## config.mk

```make
export PLATFORM = sky130hd
export DESIGN_NAME = hpv_tangent
export DESIGN_NICKNAME = d
export VERILOG_FILES = /design/src/sv/hpv_pkg.sv /design/src/sv/hpv_tangent.sv
export SDC_FILE = /design/constraint.sdc
export NUM_CORES = 2
export LEC_CHECK = 0
export BUFFER_PORTS_ARGS = -buffer_cell sky130_fd_sc_hd__buf_2
export CORE_ASPECT_RATIO = 0.6
export CORE_UTILIZATION = 65
export CTS_BUF_LIST = sky130_fd_sc_hd__clkbuf_4
export DETAILED_ROUTE_END_ITERATION = 16
export GPL_ROUTABILITY_DRIVEN = 0
export PLACE_DENSITY = 0.83
export SLEW_MARGIN = 5
export SYNTH_ARGS = -nofsm -noshare
export SYNTH_HDL_FRONTEND = slang
export SYNTH_SLANG_ARGS = --single-unit
```

## constraint.sdc

```tcl
create_clock -name clk_i -period 13.2 [get_ports clk_i]
set_input_delay 2.64 -clock clk_i [delete_from_list [all_inputs] [get_ports clk_i]]
set_output_delay 2.64 -clock clk_i [all_outputs]
set_load 0.005 [all_outputs]
```

## src/sv/hpv_pkg.sv

```systemverilog
// ----------------------------------------------------------------------------
// hpv_pkg
// Shared types and constants of the Hermite path velocity block.
// ----------------------------------------------------------------------------
package hpv_pkg;

  localparam int COORD_FRAC_BITS = 12;

  // Squared-length threshold below which the start-to-target vector counts as
  // zero: ceil(2^(2F) / 1e8) in point units squared.
  localparam longint unsigned EZ_THR =
    ((64'd1 << (2 * COORD_FRAC_BITS)) + 64'd99999999) / 64'd100000000;

  localparam logic [16:0] ONE_Q16 = 17'h10000;

  localparam logic signed [40:0] OUT_MAX = 41'sd549755813887;
  localparam logic signed [40:0] OUT_MIN = -41'sd549755813888;

  typedef enum logic [2:0] {
    CFG_START_X  = 3'd0,
    CFG_START_Y  = 3'd1,
    CFG_TARGET_X = 3'd2,
    CFG_TARGET_Y = 3'd3,
    CFG_HEADING_X = 3'd4,
    CFG_HEADING_Y = 3'd5,
    CFG_DURATION = 3'd6
  } hpv_cfg_e;

  // Per-configuration path terms, produced by the tangent sequencer.
  typedef struct packed {
    logic signed [33:0] dx;
    logic signed [33:0] dy;
    logic signed [33:0] tx;
    logic signed [33:0] ty;
    logic               end_zero;
  } hpv_tan_t;

endpackage

```

## src/sv/hpv_tangent.sv

```systemverilog
// ----------------------------------------------------------------------------
// hpv_tangent
// Multi-cycle sequencer: point delta, half distance, unit heading and the
// start tangent, recomputed after reset and after every register write.
// ----------------------------------------------------------------------------
module hpv_tangent import hpv_pkg::*; (
  input  logic               clk_i,
  input  logic               rst_ni,
  input  logic               restart_i,
  input  logic signed [31:0] start_x_i,
  input  logic signed [31:0] start_y_i,
  input  logic signed [31:0] target_x_i,
  input  logic signed [31:0] target_y_i,
  input  logic signed [15:0] heading_x_i,
  input  logic signed [15:0] heading_y_i,
  output hpv_tan_t           tan_o,
  output logic               done_o
);

  typedef enum logic [3:0] {
    ST_SQX, ST_SQY, ST_SQHX, ST_SQHY, ST_HALF, ST_RL,
    ST_DIVX, ST_DIVY, ST_MULX, ST_MULY, ST_DONE
  } state_e;

  state_e state_q;

  logic signed [32:0] dx_c, dy_c, dx_q, dy_q;
  logic [32:0] dxm33, dym33;
  logic [31:0] dxm, dym;
  logic [15:0] hxm, hym;
  logic [63:0] sx_q, sy_q, n_q, r_q;
  logic [31:0] hl_q, half_q, rl_q, ux_q, uy_q, rem_q, quo_q;
  logic [63:0] dvd_q;
  logic [5:0]  cnt_q;
  logic signed [33:0] tx_q, ty_q;
  logic        ez_q;

  logic [31:0] mul_a, mul_b;
  logic [63:0] prod;
  logic [6:0]  sh;
  logic [63:0] bit_v, rsum, r_nx, n_nx;
  logic [32:0] rem2;
  logic        ge;
  logic [31:0] rem_nx;
  logic [33:0] mx;

  assign dx_c  = 33'(target_x_i) - 33'(start_x_i);
  assign dy_c  = 33'(target_y_i) - 33'(start_y_i);
  assign dxm33 = dx_c[32] ? 33'(-dx_c) : 33'(dx_c);
  assign dym33 = dy_c[32] ? 33'(-dy_c) : 33'(dy_c);
  assign dxm   = dxm33[31:0];
  assign dym   = dym33[31:0];
  assign hxm   = heading_x_i[15] ? 16'(-heading_x_i) : 16'(heading_x_i);
  assign hym   = heading_y_i[15] ? 16'(-heading_y_i) : 16'(heading_y_i);

  // One shared 32x32 multiplier.
  always_comb begin
    unique case (state_q)
      ST_SQX:  begin mul_a = dxm;           mul_b = dxm;           end
      ST_SQY:  begin mul_a = dym;           mul_b = dym;           end
      ST_SQHX: begin mul_a = {16'b0, hxm};  mul_b = {16'b0, hxm};  end
      ST_SQHY: begin mul_a = {16'b0, hym};  mul_b = {16'b0, hym};  end
      ST_MULX: begin mul_a = ux_q;          mul_b = half_q;        end
      ST_MULY: begin mul_a = uy_q;          mul_b = half_q;        end
      default: begin mul_a = '0;            mul_b = '0;            end
    endcase
  end
  assign prod = 64'(mul_a) * 64'(mul_b);
  assign mx   = prod[63:30];

  // Integer square root, one bit pair per cycle.
  always_comb begin
    sh    = 7'd62 - {1'b0, cnt_q[4:0], 1'b0};
    bit_v = 64'd1 << sh;
    rsum  = r_q + bit_v;
    if (n_q >= rsum) begin
      n_nx = n_q - rsum;
      r_nx = (r_q >> 1) + bit_v;
    end else begin
      n_nx = n_q;
      r_nx = r_q >> 1;
    end
  end

  // Restoring divide by rl, one quotient bit per cycle.
  assign rem2   = {rem_q, dvd_q[63]};
  assign ge     = rem2 >= {1'b0, rl_q};
  assign rem_nx = ge ? 32'(rem2 - {1'b0, rl_q}) : rem2[31:0];

  always_ff @(posedge clk_i or negedge rst_ni) begin
    if (!rst_ni) begin
      state_q <= ST_SQX;
      cnt_q   <= '0;
    end else if (restart_i) begin
      state_q <= ST_SQX;
      cnt_q   <= '0;
    end else begin
      unique case (state_q)
        ST_SQX: begin
          sx_q    <= prod;
          dx_q    <= dx_c;
          dy_q    <= dy_c;
          state_q <= ST_SQY;
        end
        ST_SQY: begin
          sy_q    <= prod;
          state_q <= ST_SQHX;
        end
        ST_SQHX: begin
          hl_q    <= prod[31:0];
          state_q <= ST_SQHY;
        end
        ST_SQHY: begin
          hl_q  <= hl_q + prod[31:0];
          ez_q  <= (dxm < 32'd65536) && (dym < 32'd65536) &&
                   ((65'(sx_q) + 65'(sy_q)) < 65'(EZ_THR));
          n_q   <= (sx_q >> 2) + (sy_q >> 2) +
                   64'(({1'b0, sx_q[1:0]} + {1'b0, sy_q[1:0]}) >> 2);
          r_q   <= '0;
          cnt_q <= '0;
          state_q <= ST_HALF;
        end
        ST_HALF: begin
          if (cnt_q == 6'd31) begin
            half_q  <= r_nx[31:0];
            n_q     <= {hl_q, 32'b0};
            r_q     <= '0;
            cnt_q   <= '0;
            state_q <= ST_RL;
          end else begin
            n_q   <= n_nx;
            r_q   <= r_nx;
            cnt_q <= cnt_q + 6'd1;
          end
        end
        ST_RL: begin
          if (cnt_q == 6'd31) begin
            rl_q  <= r_nx[31:0];
            cnt_q <= '0;
            rem_q <= '0;
            quo_q <= '0;
            dvd_q <= {2'b0, hxm, 46'b0};
            if (hl_q < 32'd3) begin
              tx_q    <= '0;
              ty_q    <= '0;
              state_q <= ST_DONE;
            end else begin
              state_q <= ST_DIVX;
            end
          end else begin
            n_q   <= n_nx;
            r_q   <= r_nx;
            cnt_q <= cnt_q + 6'd1;
          end
        end
        ST_DIVX, ST_DIVY: begin
          cnt_q <= cnt_q + 6'd1;
          if (cnt_q == 6'd63) begin
            rem_q <= '0;
            quo_q <= '0;
            dvd_q <= {2'b0, hym, 46'b0};
            if (state_q == ST_DIVX) begin
              ux_q    <= {quo_q[30:0], ge};
              state_q <= ST_DIVY;
            end else begin
              uy_q    <= {quo_q[30:0], ge};
              state_q <= ST_MULX;
            end
          end else begin
            rem_q <= rem_nx;
            quo_q <= {quo_q[30:0], ge};
            dvd_q <= dvd_q << 1;
          end
        end
        ST_MULX: begin
          tx_q    <= heading_x_i[15] ? 34'(-mx) : mx;
          state_q <= ST_MULY;
        end
        ST_MULY: begin
          ty_q    <= heading_y_i[15] ? 34'(-mx) : mx;
          state_q <= ST_DONE;
        end
        default: state_q <= ST_DONE;
      endcase
    end
  end

  assign tan_o.dx       = 34'(dx_q);
  assign tan_o.dy       = 34'(dy_q);
  assign tan_o.tx       = tx_q;
  assign tan_o.ty       = ty_q;
  assign tan_o.end_zero = ez_q;
  assign done_o         = (state_q == ST_DONE);

endmodule

```

==> reports/metrics.cfg, run 1 <==
[outcome]
outcome = aborted with a tool error
stop_stage = global routing (5_1_grt)
error = [ERROR GRT-0232] Routing congestion too high. Check the congestion heatmap in the GUI.

[logic_synthesis]
postSynth.asyncResetShare_pct = 1.558
ys_seq_area_share_pct = 23.28
syn_avg_cell_area_um2 = 8.879
postSynthCellCount = 9301
synth_edf_count = 632
syn_nets = 10960
yosysUniqueCellTypes = 116
synth.ff_latch_count = 642
synth_flop_cell = edfxtp_1
synth_area_um2 = 82580
ys.warnings.count = 0

[sta]
worstEpCategory = sequential cell input
postGrtWorstEndpoint = tx_q[30]$_SDFFCE_PP0P_/D

[clock_tree]
cts_sinks = 642
clock-root-buffer = clkbuf_4
hold_buffers = 0
cts_inserted_buffers = 163
htreeDepth = 4
cts_max_path_buffers = 3

[grt]
grt_use_total_pct = 69.51
grt_start_max_net_pins = 82
grt-ovfl-total = 149

[placed_design]
port-buffer-count = 300
dpl.cell_count = 12190
dp_hpwl_mm = 268.7
dpl_cell_area_um2 = 96270

[floorplanning]
die_y_um = 278.1
num_rows = 100
pin_count = 301
die_w_um = 462.2
start_util_pct = 66.07

[per-stage QoR]
step,worst slack [ns],hold slack [ns],util [%]
2_1_floorplan,-1.102,0.4215,-
3_3_place_gp,-2.097,0.4272,77.02
3_5_place_dp,-2.494,0.4476,77.02
4_1_cts,-0.4890,0.4575,81.20
[logic make-up after synthesis]
kind of cell	Yosys count	share of synthesized area (%)
xor+xnor	541	5.770
flops	642	23.28
buf+inv	1711	7.922
simple gates	2927	15.99
mux	84	1.036
compound gates	1897	15.06
fa+ha+maj	1499	30.93
[synthesized netlist by cell type (all sizes together), types with 113 or more instances]
master  number  share of area, %
edfxtp     632                23
a21oi      473               2.9
o21ai      417               2.5
clkbuf     362               1.6
nor3       113              0.69
nand2     1044               4.7
inv       1276               5.8
ha         595               9.0
xor2       260               2.8
a21o       197               1.8
fa         904                22
xnor2      281               3.0
nor2       999               4.5
and2       127              0.96
[layer usage]
layer	GRT overflow	global-route usage [%]
met5	0	32.57
met4	65	60.01
met3	2	59.90
met2	77	81.24
met1	5	72.74
[repair_timing]
action	CTS
gates resized for setup	415
endpoints found under the hold margin	0
setup endpoints to repair	91
pin swaps	203
cloned	3
buffers inserted	128
==> run 2: changes to the inputs <==
--- a/config.mk
+++ b/config.mk
@@ -6,12 +6,10 @@
 export NUM_CORES = 2
 export LEC_CHECK = 0
 export BUFFER_PORTS_ARGS = -buffer_cell sky130_fd_sc_hd__buf_2
-export CORE_ASPECT_RATIO = 0.6
-export CORE_UTILIZATION = 65
-export CTS_BUF_LIST = sky130_fd_sc_hd__clkbuf_4
+export CORE_UTILIZATION = 40
 export DETAILED_ROUTE_END_ITERATION = 16
 export GPL_ROUTABILITY_DRIVEN = 0
-export PLACE_DENSITY = 0.83
+export PLACE_DENSITY_LB_ADDON = 0.15
 export SLEW_MARGIN = 5
 export SYNTH_ARGS = -nofsm -noshare
 export SYNTH_HDL_FRONTEND = slang
==> run 2 against run 1 <==
  * The flow now finishes, with violations (negative setup slack)
  * Area after synthesis unchanged
  * Synthesized cell count unchanged
==> reports/metrics.cfg, run 2 <==
[clock_tree]
cts_max_path_buffers = 3
clk-insertion-delay-late_ns = 0.76
htreeDepth = 3
clock-root-buffer = clkbuf_16
hold_buffers = 0
clk_pin_slew_ns = 0.06
cts_sinks = 642
cts_inserted_buffers = 83
cts_tree = yes

[logic_synthesis]
synthSimpleGateAreaFrac_pct = 15.99
ys.warnings.count = 0
ys_seq_area_share_pct = 23.28
yosysTopAreaCellShare_pct = 22.98
synth_area_um2 = 82580
synth_top_family_by_area = adder cells
yosysMostFrequentCell = inv_1
synth.ff_latch_count = 642
synth_fa_ha_area_share_pct = 30.93
syn_nets = 10960
synthTopCellsByArea = edfxtp_1 23%, fa_1 22%, ha_1 9.0%
synth_edf_count = 632
synth_flop_cell = edfxtp_1
yosysUniqueCellTypes = 116
postSynthCellCount = 9301
postSynth.asyncResetShare_pct = 1.558
synth_compound_area_share_pct = 15.06
synthXorXnorAreaFrac_pct = 5.770
synth_mux_area_share_pct = 1.036
syn_avg_cell_area_um2 = 8.879
synth_commonest_cells = 1275 x inv_1, 1044 x nand2_1, 998 x nor2_1
yosysTopAreaCell = edfxtp_1

[final_layout]
final_common_cell = buf_4
design_area_um2 = 104600
layout.area.seq_um2 = 19230
area_delta_synth_final_pct = 26.62
multiInputGateArea_um2 = 59990
drive_above_1_share_pct = 23.26
mostFrequentLayoutCells = 1334 x buf_4, 1235 x inv_1, 1018 x nand2_1, 974 x nor2_1, 873 x fa_1
layout.nets = 12430
filler_cell_count = 19120

[floorplanning]
start_util_pct = 40.32
pin_count = 301
die_y_um = 456.4
num_rows = 166
die-area_um2 = 208300
die_w_um = 456.4
core_um2 = 204800

[setup_path]
cp_num_buf_inv = 14
crit_type = primary input to flip-flop
critPathRequiredTime_ns = 13.67
cpMostUsedCell = fa_1
cp.arrival_ns = 14.74
cp-start-kind = primary input
cp_max_fo = 7
critPathCaptureType = flip-flop
crit_slowest_cell = or4_4
cp_slowest_stage_delay_ns = 0.59
crit_family = adder cells

[grt]
grt_pass1_wl_mm = 484.9
grt_pass1_vias = 77230
grt_use_total_pct = 30.93
grt_start_max_net_pins = 72
grt-ovfl-total = 0
antenna_found_initial = 13

[sta]
fmax_mhz = 70.08
period_share_pct = 108.1
fin_crit_ns = 14.27
finClkSkew_ns = 0.05276
relSlewSlack_pct = 25.57
rsz0062_at_grt = true
setup_viol = 80
slew_violations = 0
hold_viol = 0
whs_ns = 0.4608
worst_slack_ns = -1.068
tightest_slew_ns = 1.105

[hold_path]
hp-class = flip-flop to flip-flop

[route]
drc = 0
route.final.wire_length_mm = 327.3
via_per_inst = 5.628
via_count = 76120
wl_per_cell_um = 24.20
drt_iter0_markers = 7061
antenna_left = 0
drt_pass1_iterations = 8

[placed_design]
dp_hpwl_mm = 268.5
port-buffer-count = 300
dpl_cell_area_um2 = 98160

[outcome]
violations = negative setup slack
outcome = complete, but fails checks

[job]
maxCapViolCount = 0

## run 2: what timing repair did
action	in CTS	in global routing
pin swaps	202	144
buffers inserted	95	28
gates cloned	1	2
gates resized for setup	368	185
setup endpoints to repair	142	138
## run 2: metrics by stage
stage	std cells	setup slack (ns)	utilization [%]	TNS, ns
after CTS	13490	-0.9531	50.55	-41.97
after global routing	13520	-1.400	51.05	-83.53
after floorplan	9301	-1.102	-	-31.85
final	13520	-1.068	51.06	-51.47
after global placement	13250	-2.418	47.93	-233.07
after detailed placement	13250	-2.433	47.93	-239.22
## run 2: worst reg2reg max path: cells and delay by family, from the launching register on
family	cells	cell delay (ns)
flip-flops	1	1.04
AO/OA/AOI/OAI	11	2.06
buffers and inverters	4	0.94
adder cells (fa/ha/maj)	9	4.41
AND/OR/NAND/NOR	7	2.62
## run 2: path summary, 6_finish.rpt
check                                   start         end  slack (ns)  cells after the start
worst max-delay path            target_y_i[0]    tx_q[33]       -1.07                     51
worst min-delay path                quo_q[30]    ux_q[31]        0.46                      0
worst max register to register     state_q[0]    tx_q[33]        1.87                     31
worst min register to register      quo_q[30]    ux_q[31]        0.46                      0
max in group asynchronous              rst_ni  state_q[0]       11.15                      1
min in group asynchronous              rst_ni    cnt_q[3]        1.78                      1
## run 2: cell type report
class	count	area share (%)
Clock buffer	100	2.068
Antenna cell	8	0.01915
Sequential cell	642	18.39
Timing Repair Buffer	1814	13.83
Inverter	1276	4.595
Clock inverter	48	0.5086
Multi-Input combinational cell	6948	57.37
Tap cell	2688	3.216
## run 2: logic make-up after synthesis
logic type | count (synthesis)
AOI/OAI and AO/OA | 1897
xor gates and xnor gates | 541
adders and majority gates | 1499
buffers and inverters | 1711
DFF | 642
muxes | 84
and+or+nand+nor | 2927
## run 2: metal layers
metal | wire length (µm) | global-route usage [%]
met4 | 19970 | 15.57
met5 | 0 | 0
met3 | 26430 | 5.925
met2 | 151800 | 50.80
met1 | 129100 | 38.74
Power of run 2 is left out: the tool's default activity adds up to more than one toggle a clock period on the data nets, which glitch-free logic cannot reach.
